[config.mk]
export PLATFORM = sky130hd
export DESIGN_NAME = fifo_queue_with_min_max_core
export DESIGN_NICKNAME = d
export VERILOG_FILES = /design/src/hw/rtl/fqmm_pkg.sv /design/src/hw/rtl/fifo_queue_with_min_max_core.sv /design/src/hw/rtl/fqmm_ram.sv /design/src/hw/rtl/fqmm_scan.sv
export VERILOG_INCLUDE_DIRS = /design/src /design/src/hw/rtl
export SDC_FILE = /design/constraint.sdc
export NUM_CORES = 1
export LEC_CHECK = 0
export ABC_CLOCK_PERIOD_IN_PS = 4600
export BUFFER_PORTS_ARGS = -buffer_cell sky130_fd_sc_hd__buf_4
export CAP_MARGIN = 20
export CORE_MARGIN = 2
export CORE_UTILIZATION = 35
export DETAILED_ROUTE_END_ITERATION = 8
export PLACE_DENSITY = 0.56
export SETUP_SLACK_MARGIN = 0.15
export SLEW_MARGIN = 20
export SYNTH_ARGS = -nofsm -noshare
export SYNTH_HDL_FRONTEND = slang
export SYNTH_SLANG_ARGS = --single-unit
[constraint.sdc]
create_clock -name clk -period 4.6 [get_ports clk]
set_clock_uncertainty 0.2 [all_clocks]
set_input_delay 0.46 -clock clk [delete_from_list [all_inputs] [get_ports clk]]
set_output_delay 0.46 -clock clk [all_outputs]
set_load 0.02 [all_outputs]
[src/hw/rtl/fifo_queue_with_min_max_core_defines.svh]
// Assertion macros for the min/max queue core.
`ifndef FIFO_QUEUE_WITH_MIN_MAX_CORE_DEFINES_SVH
`define FIFO_QUEUE_WITH_MIN_MAX_CORE_DEFINES_SVH

`ifndef ASSERT_OFF

`define FQMM_ASSERT_IMPLY(lbl, clk, rst_n, ante, cons, msg) \
  lbl: assert property (@(posedge clk) disable iff (!rst_n) (ante) |-> (cons)) \
    else $error(msg);

`define FQMM_ASSERT_NEXT(lbl, clk, rst_n, ante, cons, msg) \
  lbl: assert property (@(posedge clk) disable iff (!rst_n) (ante) |=> (cons)) \
    else $error(msg);

`else

`define FQMM_ASSERT_IMPLY(lbl, clk, rst_n, ante, cons, msg)

`define FQMM_ASSERT_NEXT(lbl, clk, rst_n, ante, cons, msg)

`endif

`endif

[src/hw/rtl/fqmm_pkg.sv]
`timescale 1ns / 1ps

package fqmm_pkg;

  localparam int DEPTH  = 16;
  localparam int DATA_W = 32;
  localparam int IDX_W  = $clog2(DEPTH);
  localparam int CNT_W  = $clog2(DEPTH + 1);

  localparam logic OP_ENQ = 1'b0;
  localparam logic OP_DEQ = 1'b1;

  localparam logic [1:0] ST_OK    = 2'd0;
  localparam logic [1:0] ST_EMPTY = 2'd1;
  localparam logic [1:0] ST_FULL  = 2'd2;

  typedef struct packed {
    logic                     op;
    logic signed [DATA_W-1:0] value;
  } in_word_t;

  typedef struct packed {
    logic [1:0]               status;
    logic signed [DATA_W-1:0] out_value;
    logic [CNT_W-1:0]         entry_count;
    logic                     is_empty;
    logic signed [DATA_W-1:0] smallest;
    logic signed [DATA_W-1:0] largest;
  } out_word_t;

  typedef struct packed {
    logic valid;
    logic first;
  } scan_ctl_t;

  function automatic logic [IDX_W-1:0] next_idx(input logic [IDX_W-1:0] i);
    next_idx = (i == IDX_W'(DEPTH - 1)) ? '0 : i + 1'b1;
  endfunction

endpackage

[src/hw/rtl/fifo_queue_with_min_max_core.sv]
`timescale 1ns / 1ps
`include "fifo_queue_with_min_max_core_defines.svh"

// Sixteen-entry queue of signed 32-bit words that reports, after every
// enqueue or dequeue, the status, the dequeued word, the entry count and the
// smallest and largest stored words. Raise start with in_word while busy is
// low; the word is taken on that edge and busy stays high until the cycle in
// which the result is presented. The result appears on out_word for exactly
// one cycle with out_valid high and must be captured then, as it cannot be
// held off. A new command may be started in the same cycle as out_valid. The
// storage has one write and one read port; each command reads every entry
// left after the operation, one entry a cycle, into one shared min/max
// comparator pair, and a dequeue reads its word in the acceptance cycle.
module fifo_queue_with_min_max_core (
  input  logic                clk,
  input  logic                rst_n,
  input  logic                start,
  output logic                busy,
  input  fqmm_pkg::in_word_t  in_word,
  output logic                out_valid,
  output fqmm_pkg::out_word_t out_word
);

  typedef enum logic [1:0] {
    S_IDLE = 2'b01,
    S_SCAN = 2'b10
  } state_t;

  state_t                             state_r, state_nxt;
  logic [fqmm_pkg::IDX_W-1:0]         head_r, head_nxt;
  logic [fqmm_pkg::IDX_W-1:0]         tail_r, tail_nxt;
  logic [fqmm_pkg::CNT_W-1:0]         count_r, count_nxt;
  logic [fqmm_pkg::IDX_W-1:0]         rd_ptr_r, rd_ptr_nxt;
  logic [fqmm_pkg::CNT_W-1:0]         scan_idx_r, scan_idx_nxt;
  logic                               rv_r, rv_nxt;
  logic                               first_r, first_nxt;
  logic                               pop_r, pop_nxt;
  logic                               out_valid_r, out_valid_nxt;
  logic [1:0]                         status_r, status_nxt;
  logic signed [fqmm_pkg::DATA_W-1:0] popped_r, popped_nxt;

  logic                               accept;
  logic                               issue;
  logic                               wr_en;
  logic [fqmm_pkg::IDX_W-1:0]         rd_addr;
  logic signed [fqmm_pkg::DATA_W-1:0] rd_data;
  logic signed [fqmm_pkg::DATA_W-1:0] lo;
  logic signed [fqmm_pkg::DATA_W-1:0] hi;
  fqmm_pkg::scan_ctl_t                scan_ctl;
  logic                               empty;

  assign busy   = (state_r != S_IDLE);
  assign accept = start && !busy;
  assign issue  = (scan_idx_r != count_r);

  always_comb begin
    state_nxt     = state_r;
    head_nxt      = head_r;
    tail_nxt      = tail_r;
    count_nxt     = count_r;
    rd_ptr_nxt    = rd_ptr_r;
    scan_idx_nxt  = scan_idx_r;
    rv_nxt        = 1'b0;
    first_nxt     = 1'b0;
    pop_nxt       = 1'b0;
    out_valid_nxt = 1'b0;
    status_nxt    = status_r;
    popped_nxt    = popped_r;
    wr_en         = 1'b0;
    rd_addr       = head_r;
    case (state_r)
      S_IDLE: begin
        if (accept) begin
          status_nxt   = fqmm_pkg::ST_OK;
          popped_nxt   = '0;
          scan_idx_nxt = '0;
          state_nxt    = S_SCAN;
          rd_ptr_nxt   = head_r;
          if (in_word.op == fqmm_pkg::OP_ENQ) begin
            if (count_r == fqmm_pkg::CNT_W'(fqmm_pkg::DEPTH)) begin
              status_nxt = fqmm_pkg::ST_FULL;
            end else begin
              wr_en     = 1'b1;
              tail_nxt  = fqmm_pkg::next_idx(tail_r);
              count_nxt = count_r + 1'b1;
            end
          end else begin
            if (count_r == '0) begin
              status_nxt = fqmm_pkg::ST_EMPTY;
            end else begin
              pop_nxt    = 1'b1;
              head_nxt   = fqmm_pkg::next_idx(head_r);
              rd_ptr_nxt = fqmm_pkg::next_idx(head_r);
              count_nxt  = count_r - 1'b1;
            end
          end
        end
      end
      S_SCAN: begin
        rd_addr = rd_ptr_r;
        if (pop_r) begin
          popped_nxt = rd_data;
        end
        if (issue) begin
          rd_ptr_nxt   = fqmm_pkg::next_idx(rd_ptr_r);
          scan_idx_nxt = scan_idx_r + 1'b1;
          rv_nxt       = 1'b1;
          first_nxt    = (scan_idx_r == '0);
        end else if (!rv_r) begin
          state_nxt     = S_IDLE;
          out_valid_nxt = 1'b1;
        end
      end
      default: begin
        state_nxt = S_IDLE;
      end
    endcase
  end

  always_ff @(posedge clk) begin
    if (!rst_n) begin
      state_r     <= S_IDLE;
      head_r      <= '0;
      tail_r      <= '0;
      count_r     <= '0;
      rd_ptr_r    <= '0;
      scan_idx_r  <= '0;
      rv_r        <= 1'b0;
      first_r     <= 1'b0;
      pop_r       <= 1'b0;
      out_valid_r <= 1'b0;
    end else begin
      state_r     <= state_nxt;
      head_r      <= head_nxt;
      tail_r      <= tail_nxt;
      count_r     <= count_nxt;
      rd_ptr_r    <= rd_ptr_nxt;
      scan_idx_r  <= scan_idx_nxt;
      rv_r        <= rv_nxt;
      first_r     <= first_nxt;
      pop_r       <= pop_nxt;
      out_valid_r <= out_valid_nxt;
    end
  end

  always_ff @(posedge clk) begin
    status_r <= status_nxt;
    popped_r <= popped_nxt;
  end

  fqmm_ram u_ram (
    .clk     (clk),
    .wr_en   (wr_en),
    .wr_addr (tail_r),
    .wr_data (in_word.value),
    .rd_addr (rd_addr),
    .rd_data (rd_data)
  );

  assign scan_ctl.valid = rv_r;
  assign scan_ctl.first = first_r;

  fqmm_scan u_scan (
    .clk  (clk),
    .ctl  (scan_ctl),
    .data (rd_data),
    .lo   (lo),
    .hi   (hi)
  );

  assign empty     = (count_r == '0);
  assign out_valid = out_valid_r;

  always_comb begin
    out_word.status      = status_r;
    out_word.out_value   = popped_r;
    out_word.entry_count = count_r;
    out_word.is_empty    = empty;
    out_word.smallest    = empty ? '0 : lo;
    out_word.largest     = empty ? '0 : hi;
  end

  `FQMM_ASSERT_IMPLY(a_count_range, clk, rst_n, 1'b1,
    count_r <= fqmm_pkg::CNT_W'(fqmm_pkg::DEPTH), "entry count above depth")
  `FQMM_ASSERT_NEXT(a_strobe_single, clk, rst_n, out_valid_r, !out_valid_r,
    "result strobe longer than one cycle")
  `FQMM_ASSERT_NEXT(a_accept_busy, clk, rst_n, accept, busy && !out_valid_r,
    "accepted word did not start a scan")
  `FQMM_ASSERT_IMPLY(a_empty_ptrs, clk, rst_n, !busy && (count_r == '0),
    head_r == tail_r, "empty queue with head and tail apart")

endmodule

[src/hw/rtl/fqmm_ram.sv]
`timescale 1ns / 1ps

module fqmm_ram (
  input  logic                               clk,
  input  logic                               wr_en,
  input  logic [fqmm_pkg::IDX_W-1:0]         wr_addr,
  input  logic signed [fqmm_pkg::DATA_W-1:0] wr_data,
  input  logic [fqmm_pkg::IDX_W-1:0]         rd_addr,
  output logic signed [fqmm_pkg::DATA_W-1:0] rd_data
);

  logic signed [fqmm_pkg::DATA_W-1:0] mem_r [fqmm_pkg::DEPTH];

  always_ff @(posedge clk) begin
    if (wr_en) begin
      mem_r[wr_addr] <= wr_data;
    end
  end

  always_ff @(posedge clk) begin
    rd_data <= mem_r[rd_addr];
  end

endmodule

[src/hw/rtl/fqmm_scan.sv]
`timescale 1ns / 1ps

module fqmm_scan (
  input  logic                               clk,
  input  fqmm_pkg::scan_ctl_t                ctl,
  input  logic signed [fqmm_pkg::DATA_W-1:0] data,
  output logic signed [fqmm_pkg::DATA_W-1:0] lo,
  output logic signed [fqmm_pkg::DATA_W-1:0] hi
);

  logic signed [fqmm_pkg::DATA_W-1:0] lo_r, lo_nxt;
  logic signed [fqmm_pkg::DATA_W-1:0] hi_r, hi_nxt;

  always_comb begin
    lo_nxt = lo_r;
    hi_nxt = hi_r;
    if (ctl.valid) begin
      if (ctl.first || (data < lo_r)) begin
        lo_nxt = data;
      end
      if (ctl.first || (data > hi_r)) begin
        hi_nxt = data;
      end
    end
  end

  always_ff @(posedge clk) begin
    lo_r <= lo_nxt;
    hi_r <= hi_nxt;
  end

  assign lo = lo_r;
  assign hi = hi_r;

endmodule

== Word level (Yosys, flattened, before mapping) ==
Memories as Yosys holds them, arrays and structs flattened. A register that Yosys moved wholly into a read port is not among the register bits.
Cells that the tools add are included.

* Output and inout port bits: 106
* Register bits after elaboration: 126
* Memory bits (writable): 512
* Memories kept: 1
* Input bits: 36

* Add/subtract/negate cells: 6
* Magnitude comparators: 2
* Muxes and demuxes: 36
* Reductions and logical operators: 19
* Bitwise gates (word level): 4
* Eq/ne operators: 15

{| class="wikitable"
|+ Memories
! memory !! words !! bits a word !! read ports !! clocked after Yosys merged registers in !! wr ports !! RTL line !! text
|-
| u_ram.mem_r || 16 || 32 || 1 || 1 || 1 || fqmm_ram.sv:12 || <nowiki>logic signed [fqmm_pkg::DATA_W-1:0] mem_r [fqmm_pkg::DEPTH];</nowiki>
|}

{| class="wikitable"
|+ Operators with widths
! kind !! number
|-
| $mux 32 || 4
|-
| $pmux 32 s2 || 1
|-
| $gt 32x32->1 || 1
|-
| $lt 32x32->1 || 1
|-
| $mux 4 || 8
|-
| $mux 5 || 5
|-
| $ne 2x2->1 const B || 7
|-
| $add 4x1->4 const B || 3
|-
| $eq 4x4->1 const B || 3
|-
| $reduce_and 3->1 || 4
|-
| $reduce_and 4->1 || 3
|-
| $add 5x1->5 const B || 2
|-
| $logic_not 5->1 || 2
|-
| $mux 1 || 10
|-
| $mux 2 || 5
|-
| $pmux 5 s2 || 1
|-
| $pmux 4 s2 || 1
|-
| $reduce_and 2->1 || 4
|-
| $eq 5x5->1 const B || 1
|-
| $ne 5x5->1 || 1
|-
| $sub 5x1->5 const B || 1
|-
| $not 1->1 || 4
|-
| $pmux 2 s2 || 1
|-
| $reduce_or 3->1 || 1
|-
| 7 further kinds || 8
|}

== Longest topological paths before layout ==
Gate-level depths: netlist of run 1.

* Depth after elaboration: 7
* Gate-level depth with buffers: 9
* Mapped depth without buffers: 8

== Cells and area by module ==
Synthesis of run 1 repeated with hierarchy kept, for this count alone.

* Cell total of the unflattened synthesis: 1473
* Area, all modules: 26685.6 um^2

{| class="wikitable"
|+ By module, submodules not included
! module !! cells an instance !! area each (um^2) !! instances
|-
| fqmm_ram || 838 || 19835.3 || 1
|-
| fqmm_scan || 295 || 3562.2 || 1
|-
| fifo_queue_with_min_max_core || 340 || 3288.2 || 1
|}

== Least setup slack after synthesis of run 1 ==
Ideal clock, no wire load.

* Path type: flip-flop to flip-flop
* Start point: register count_r[0] (netlist name)
* End point: memory u_ram.mem_r[3][0] (netlist name) (enable)
* Buffers on the path: 0
* Data required time: 3.939 ns
* Period minus slack after synthesis: 4.209 ns
* Path slack: 0.391 ns
* Arrival: 3.548 ns
* Stages on the path, launching flop included: 5
* Cell sequence: dfxtp_1 -> nor4_1 -> a211oi_2 -> nand2_1 -> nor3_1

* Cells in the longest elaborated chain, start to end: 7

{| class="wikitable"
|+ Ends and longest elaborated chain
! what !! RTL line !! text
|-
| start, declared || fifo_queue_with_min_max_core.sv:32 || <nowiki>logic [fqmm_pkg::CNT_W-1:0] count_r, count_nxt;</nowiki>
|-
| start signal, assigned || fifo_queue_with_min_max_core.sv:136 || <nowiki>count_r <= count_nxt;</nowiki>
|-
| $eq 5x5->1 || fifo_queue_with_min_max_core.sv:80 || <nowiki>if (count_r == fqmm_pkg::CNT_W'(fqmm_pkg::DEPTH)) begin</nowiki>
|-
| $mux 1 || fifo_queue_with_min_max_core.sv:80 ||
|-
| $mux 1 || fifo_queue_with_min_max_core.sv:79 || <nowiki>if (in_word.op == fqmm_pkg::OP_ENQ) begin</nowiki>
|-
| $mux 1 || fifo_queue_with_min_max_core.sv:73 || <nowiki>if (accept) begin</nowiki>
|-
| $mux 1 || fifo_queue_with_min_max_core.sv:71 || <nowiki>case (state_r)</nowiki>
|-
| $mux 1 || fqmm_ram.sv:15 || <nowiki>if (wr_en) begin</nowiki>
|-
| $mux 1 (not written as such) || fqmm_ram.sv:16 || <nowiki>mem_r[wr_addr] <= wr_data;</nowiki>
|-
| end, declared || fqmm_ram.sv:12 ||
|}

Every way passes these cells.

==> results of run 1 <==
timing repair:
item / in CTS / in global routing
hold buffers: 33 / 0
hold endpoints to repair: 513 / 0
buffers inserted: 0 / 0
gates resized for setup: 0 / 0
logic make-up (layout without fill, tap and decap cells):
group / count (synthesis) / in the layout / synth area share
adders and majority gates: 75 / 75 / 0.0351
other: 0 / 2 / 0
muxes: 135 / 135 / 0.110
and+or+nand+nor: 330 / 330 / 0.0579
DFF: 670 / 670 / 0.725
xor gates and xnor gates: 15 / 15 / 0.00488
AOI/OAI and AO/OA: 159 / 159 / 0.0434
buffers and inverters: 143 / 431 / 0.0241
layout by cell type, fill, tap and decap left out, types with 12 or more instances in the layout:
cell type / synthesis / final
sky130_fd_sc_hd__edfxtp_1: 610 / 610
sky130_fd_sc_hd__buf_4: 4 / 179
sky130_fd_sc_hd__mux4_2: 128 / 128
sky130_fd_sc_hd__nand2_1: 100 / 99
sky130_fd_sc_hd__nor2_1: 99 / 87
sky130_fd_sc_hd__inv_1: 76 / 76
sky130_fd_sc_hd__ha_1: 74 / 74
sky130_fd_sc_hd__clkbuf_16: 0 / 73
sky130_fd_sc_hd__and2_1: 71 / 71
sky130_fd_sc_hd__dfxtp_1: 60 / 60
sky130_fd_sc_hd__a31oi_1: 35 / 35
sky130_fd_sc_hd__dlygate4sd3_1: 0 / 33
sky130_fd_sc_hd__a21oi_1: 32 / 32
sky130_fd_sc_hd__clkbuf_1: 24 / 22
sky130_fd_sc_hd__a211oi_1: 19 / 19
sky130_fd_sc_hd__a211oi_2: 18 / 18
sky130_fd_sc_hd__o21ai_0: 14 / 14
sky130_fd_sc_hd__nand4_1: 13 / 13
sky130_fd_sc_hd__nor2_4: 0 / 12
sky130_fd_sc_hd__clkinv_2: 0 / 12
sky130_fd_sc_hd__buf_12: 0 / 12
final cells by class:
cell class | instances | share of cell area
flip-flops and latches | 670 | 0.606
multi-input cells | 714 | 0.215
clock buffers | 97 | 0.0601
repair buffers | 225 | 0.0599
well taps | 1030 | 0.0400
clock inverters | 32 | 0.0100
inverters | 77 | 0.00897
diodes | 2 | 0.000155
power by group through the flow:
stage	clock network [mW]	registers (mW)	logic, mW
2_1_floorplan	0	7.01	1.05
5_1_grt	5.93	6.91	1.94
3_5_place_dp	0	7.03	1.78
4_1_cts	5.71	6.90	1.81
6_report	5.57	6.90	1.78
3_3_place_gp	0	7.02	1.77
worst max-delay path: cells and delay by family (launching register included):
kind	cells	cell delay, ps
buffers and inverters	3	1160
AND/OR/NAND/NOR	3	900
flip-flops	1	400
final timing paths:
kind | startpoint | to | slack [ps] | cells after the start
max | count_r[0] | out_word[48] | 890 | 6
min | in_word[32] | pop_r | 40 | 3
max reg2reg | u_ram.rd_data[22] | u_scan.lo[14] | 1280 | 8
min reg2reg | rv_r | out_valid | 270 | 1
metrics by stage:
stage / cell area [um2] / utilization
6_report: 32200 / 0.423
5_1_grt: 32200 / 0.423
4_1_cts: 32200 / 0.423
3_5_place_dp: 29600 / 0.389
3_3_place_gp: 29600 / 0.389
2_1_floorplan: 26900 / -
flip-flops by register name, indices dropped and copies added, names as in the netlist, 5 cells and up:
| register | cells |
|---|---|
| u_scan.hi | 32 |
| u_ram.rd_data | 32 |
| count_r | 5 |
| u_scan.lo | 32 |
| popped_r | 32 |
| u_ram.mem_r | 512 |
| scan_idx_r | 5 |
layer usage:
layer / wire [um] / GRT usage / up-vias
li1: - / - / 6429
met3: 3060 / 0.0276 / 80
met4: 1440 / 0.0505 / 0
met1: 28600 / 0.219 / 7339
met2: 30100 / 0.264 / 346
met5: 0 / 0 / -
==> impl_results.md, run 1 <==
- Result of the run: finished clean
- Most used standard cells in the synthesized netlist: 610 x sky130_fd_sc_hd__edfxtp_1, 128 x sky130_fd_sc_hd__mux4_2, 100 x sky130_fd_sc_hd__nand2_1
- Via density per instance: between 4 and 5
- Number of global-route vias before repair: 14900
- Crit Path Class: reg2out
- Clock share of power: 0.391
- Placed Cells incl. Taps: about 2700
- Num ports: approximately 140
- Post-Route Setup TNS: 0 ps
- Largest fanout of any net on the critical path: 36
- Total leakage power: about 11 nW
- Most common cell on crit path: sky130_fd_sc_hd__buf_4
- Worst hold slack: 40.5 ps
- Worst hold path class: in2reg
- Net switching power: ~3.5 mW
- Synth area leaders: sky130_fd_sc_hd__edfxtp_1 68%, sky130_fd_sc_hd__mux4_2 11%, sky130_fd_sc_hd__dfxtp_1 4.5%
- X dimension of the die: 281 um
- Vertical die dimension: 281 um
- Post-synth top area share: 0.680
- Worst-Skew Late Latency: 600 ps
- Top cell type by total area after synthesis: sky130_fd_sc_hd__edfxtp_1
- Power consumption: 14.2 mW
- Final count of hold timing violations: 0
- Library cell with the highest instance count after synthesis: sky130_fd_sc_hd__edfxtp_1
- First-pass GRT wire length: about 95000 um
- Switching share of power: 0.243
- Most frequently used flop master after synthesis: sky130_fd_sc_hd__edfxtp_1
- Total of endpoints with negative setup slack in the final report: 0
- Input/output buffers: roughly 140
- Required time worst endpoint: around 3900 ps
- Post-detailed-route count of antenna-violating nets: 0
- Launching element type of the critical path: register
- Sequential fraction of the synthesis area: 0.725
- Relative area change from synthesis to final layout: 19.6%
- Number of unique standard cell types used by synthesis: between 50 and 60
- Clock-pin slew on the worst setup and hold paths: about 60 ps
- GRT Resource Usage Total: 0.161
- Final slew viol count: 0
- Worst setup slack before clock tree synthesis: approximately 1200 ps
- Worst path cell trace: nor4_1 -> nand2_1 -> inv_2 -> buf_4 -> nor2_1 -> buf_4
- Global-route congestion overflow total: 0
- Number of nets produced by synthesis: between 1500 and 2000
- Post-route fraction of the period consumed by the critical path: 0.807
- Internal power contribution: about 11 mW
- Critical path arrival: between 3000 and 4000 ps
- Die footprint: between 0.07 and 0.08 mm2
- Count of placed standard cells in the final layout, fillers left out: about 2800
- Placeable core region: ~0.076 mm2
- Routed len/inst: 22.2 um
- # fillers: 6714
- Effective utilization at floorplan: 0.354
- Unrepaired setup endpoints after global routing: no
- Max-cap viol count: 0
- Slowest cell on the critical path: sky130_fd_sc_hd__inv_2
- Share of layout cells above drive strength 1: 0.255
- Part of the power in combinational logic: 0.125
- Warnings, synthesis: 0
- Site row count: between 100 and 150
- Maximum operating frequency: between 0.2 and 0.3 GHz
- CP max stage delay: between 500 and 600 ps
- Fraction of power consumed by sequential logic: 0.484
- Netlist area before placement: roughly 0.027 mm2
- Worst slew pin tran: approximately 960 ps
- Violation count after the first detailed-routing iteration: approximately 1100
- FFs w/ async S/R, synth: 0
- Largest net degree at the start of global routing: 65
- Hpwl dp: just over 40000 um
- Antenna violations before repair: 4
- Per-instance average area after synthesis: 17.6 um2
- Area used by multi-input combinational logic: 0.00693 mm2
- Cell count after synthesis: approximately 1500
- CTS H-Tree Depth: 3
- GPL Wtd Cong: 0.809
- Buffer cell driving the clock tree root: sky130_fd_sc_hd__clkbuf_16
- Worst IR Drop VDD: 0.235 mV
- Final routed wirelength across all metal layers: around 63000 um
- Number of CTS-inserted buffers: 70
- Clock tree from TritonCTS: built
- Iteration count of the initial detailed-routing pass: 5
- Total power divided by cell area: about 440 mW/mm2
- Maximum buffer depth of the clock tree: 3
- Synth Register Bits: 670
- Critical Path End Type: output port
- Number of enable-type register cells in the synthesized netlist: a little over 600
- Clk sink count: 670
- Smallest setup slack after layout: a little under 900 ps
- Total via count after detailed routing: 14200
- Final net count: ~1900
- Period minus WS final: roughly 3700 ps
- Relative slew slack: 0.349
- Total area of sequential cells: 0.0195 mm2
- Post-route DRC violation count: 0
(Power assumes the default switching activity.)
==> run 2: changes to the inputs <==
--- a/config.mk
+++ b/config.mk
@@ -6,7 +6,7 @@
 export SDC_FILE = /design/constraint.sdc
 export NUM_CORES = 1
 export LEC_CHECK = 0
-export ABC_CLOCK_PERIOD_IN_PS = 4600
+export ABC_CLOCK_PERIOD_IN_PS = 3500
 export BUFFER_PORTS_ARGS = -buffer_cell sky130_fd_sc_hd__buf_4
 export CAP_MARGIN = 20
 export CORE_MARGIN = 2
==> constraint.sdc (replaced) <==
create_clock -name clk -period 3.5 [get_ports clk]
set_clock_uncertainty 0.2 [all_clocks]
set_input_delay 0.35 -clock clk [delete_from_list [all_inputs] [get_ports clk]]
set_output_delay 0.35 -clock clk [all_outputs]
set_load 0.02 [all_outputs]
==> impl_results.md, run 2 (synthesis results as in run 1) <==
- X dimension of the die: around 280 um
- Iteration count of the initial detailed-routing pass: 5
- Smallest setup slack after layout: ~270 ps
- Total leakage power: 11.4 nW
- Launching element type of the critical path: register
- Max-cap viol count: 0
- Post-route fraction of the period consumed by the critical path: 0.923
- Post-route DRC violation count: 0
- First-pass GRT wire length: ~97000 um
- Critical Path End Type: register
- Routed len/inst: ~23 um
- DP Area: a little under 0.03 mm2
- Vertical die dimension: 281 um
- Via density per instance: 5.06
- Worst-Skew Late Latency: 620 ps
- # fillers: between 6000 and 7000
- Input/output buffers: about 140
- Largest net degree at the start of global routing: between 60 and 70
- Power consumption: 18.9 mW
- GPL Wtd Cong: about 0.8
- Total of endpoints with negative setup slack in the final report: 0
- Share of layout cells above drive strength 1: 0.262
- Count of placed standard cells in the final layout, fillers left out: around 2900
- Placed Cells incl. Taps: approximately 2700
- Hpwl dp: ~40000 um
- Final net count: around 1900
- Largest fanout of any net on the critical path: slightly above 60
- GRT Resource Usage Total: 0.167
- Number of global-route vias before repair: approximately 15000
- Area of all placed cells without fillers: 0.0325 mm2
- Worst hold path class: in2reg
- Maximum buffer depth of the clock tree: 3
- Required time worst endpoint: about 3700 ps
- Placeable core region: about 0.076 mm2
- Critical path arrival: between 3000 and 4000 ps
- Worst setup slack before clock tree synthesis: -59.3 ps
- Clk sink count: 670
- Num ports: 142
- Die footprint: roughly 0.079 mm2
- Final slew viol count: 0
- Unrepaired setup endpoints after global routing: no
- Antenna violations before repair: 5
- Register containing the most flip-flops in the final layout: u_ram.mem_r
- Result of the run: finished clean
- Worst slew pin tran: 905 ps
- Number of CTS-inserted buffers: 71
- Final count of hold timing violations: 0
- Global-route congestion overflow total: 0
- Relative slew slack: 0.394
- Violation count after the first detailed-routing iteration: between 1000 and 1500
- Total via count after detailed routing: about 14000
- Most common cell after layout, fill and taps aside: sky130_fd_sc_hd__edfxtp_1
- Clock tree from TritonCTS: built
- Worst IR Drop VDD: 0.323 mV
- Commonest non-fill, non-tap cells in the layout: 610 x sky130_fd_sc_hd__edfxtp_1, 183 x sky130_fd_sc_hd__buf_4, 128 x sky130_fd_sc_hd__mux4_2
- Count of buffers added by post-CTS timing repair for setup: 0
- Effective utilization at floorplan: 0.354
- Crit Path Class: reg2reg
- Relative area change from synthesis to final layout: 20.6%
- Worst hold slack: about 80 ps
- Final routed wirelength across all metal layers: approximately 65000 um
- Largest register FFs: ~510
- Clock-pin slew on the worst setup and hold paths: roughly 60 ps
- Total power divided by cell area: between 500 and 600 mW/mm2
- Buffer cell driving the clock tree root: sky130_fd_sc_hd__clkbuf_16
- Post-detailed-route count of antenna-violating nets: 0
- CTS H-Tree Depth: 3
- Period minus WS final: ~3200 ps
- Maximum operating frequency: between 0.3 and 0.4 GHz
- Site row count: around 100
[run 2: cell types whose count changed in the layout (fill, tap and decap cells not counted), moves of 2 or more]
cell / previous run / this run
sky130_fd_sc_hd__clkbuf_8: 2 / 6
sky130_fd_sc_hd__clkinv_2: 12 / 10
sky130_fd_sc_hd__buf_12: 12 / 19
sky130_fd_sc_hd__clkbuf_1: 22 / 19
sky130_fd_sc_hd__inv_6: 1 / 3
sky130_fd_sc_hd__inv_16: 0 / 2
sky130_fd_sc_hd__buf_4: 179 / 183
sky130_fd_sc_hd__nor3_2: 4 / 0
sky130_fd_sc_hd__nor3_4: 0 / 4
[run 2: final cells by class]
type                    count  area, um2  area share
diodes                      1       2.50   0.0000771
clock buffers              97       1960      0.0602
clock inverters            33        358      0.0110
inverters                  77        289     0.00890
multi-input cells         714       6970       0.215
flip-flops and latches    670      19500       0.601
well taps                1030       1290      0.0397
repair buffers            236       2090      0.0645
[run 2: layer usage]
layer / up-vias / part of all wire / global-route usage
li1: 6463 / - / -
met1: 7530 / 0.45 / 0.232
met4: 6 / 0.019 / 0.0449
met3: 75 / 0.052 / 0.0295
met5: - / 0.00061 / 0
met2: 383 / 0.48 / 0.272
[run 2: repair_timing]
action,in CTS,in global routing
setup endpoints to repair,32,0
hold endpoints to repair,539,0
gates resized for setup,2,0
hold buffers,34,0
[run 2: path summary, 6_finish.rpt]
check,slack (ps),start,depth (start not counted),endpoint
setup / recovery,270,state_r[0],8,u_ram.rd_data[31]
hold / removal,80,start,3,head_r[3]
setup reg to reg,270,state_r[0],8,u_ram.rd_data[31]
hold reg to reg,300,rv_r,1,out_valid
[run 2: critical path: stages (launching register included)]
cell                       delay (ps)
sky130_fd_sc_hd__dfxtp_1          390
sky130_fd_sc_hd__nand2b_4         300
sky130_fd_sc_hd__mux2i_4          300
sky130_fd_sc_hd__buf_12           370
sky130_fd_sc_hd__buf_4            360
sky130_fd_sc_hd__mux4_2           230
sky130_fd_sc_hd__and2_1           120
sky130_fd_sc_hd__a211oi_1          40
sky130_fd_sc_hd__a31oi_1          690
[run 2: stage by stage]
stage               setup TNS (ps)  utilization
floorplan                        0            -
detailed placement           -1790        0.392
global route                     0        0.427
finish                           0        0.427
CTS                              0        0.427
global placement              -493        0.392
[run 2: where the power goes]
group / total (mW) / switching [mW] / internal (mW)
clock: 7.47 / 3.08 / 4.39
sequential: 9.08 / 0.177 / 8.90
combinational: 2.35 / 1.36 / 0.991
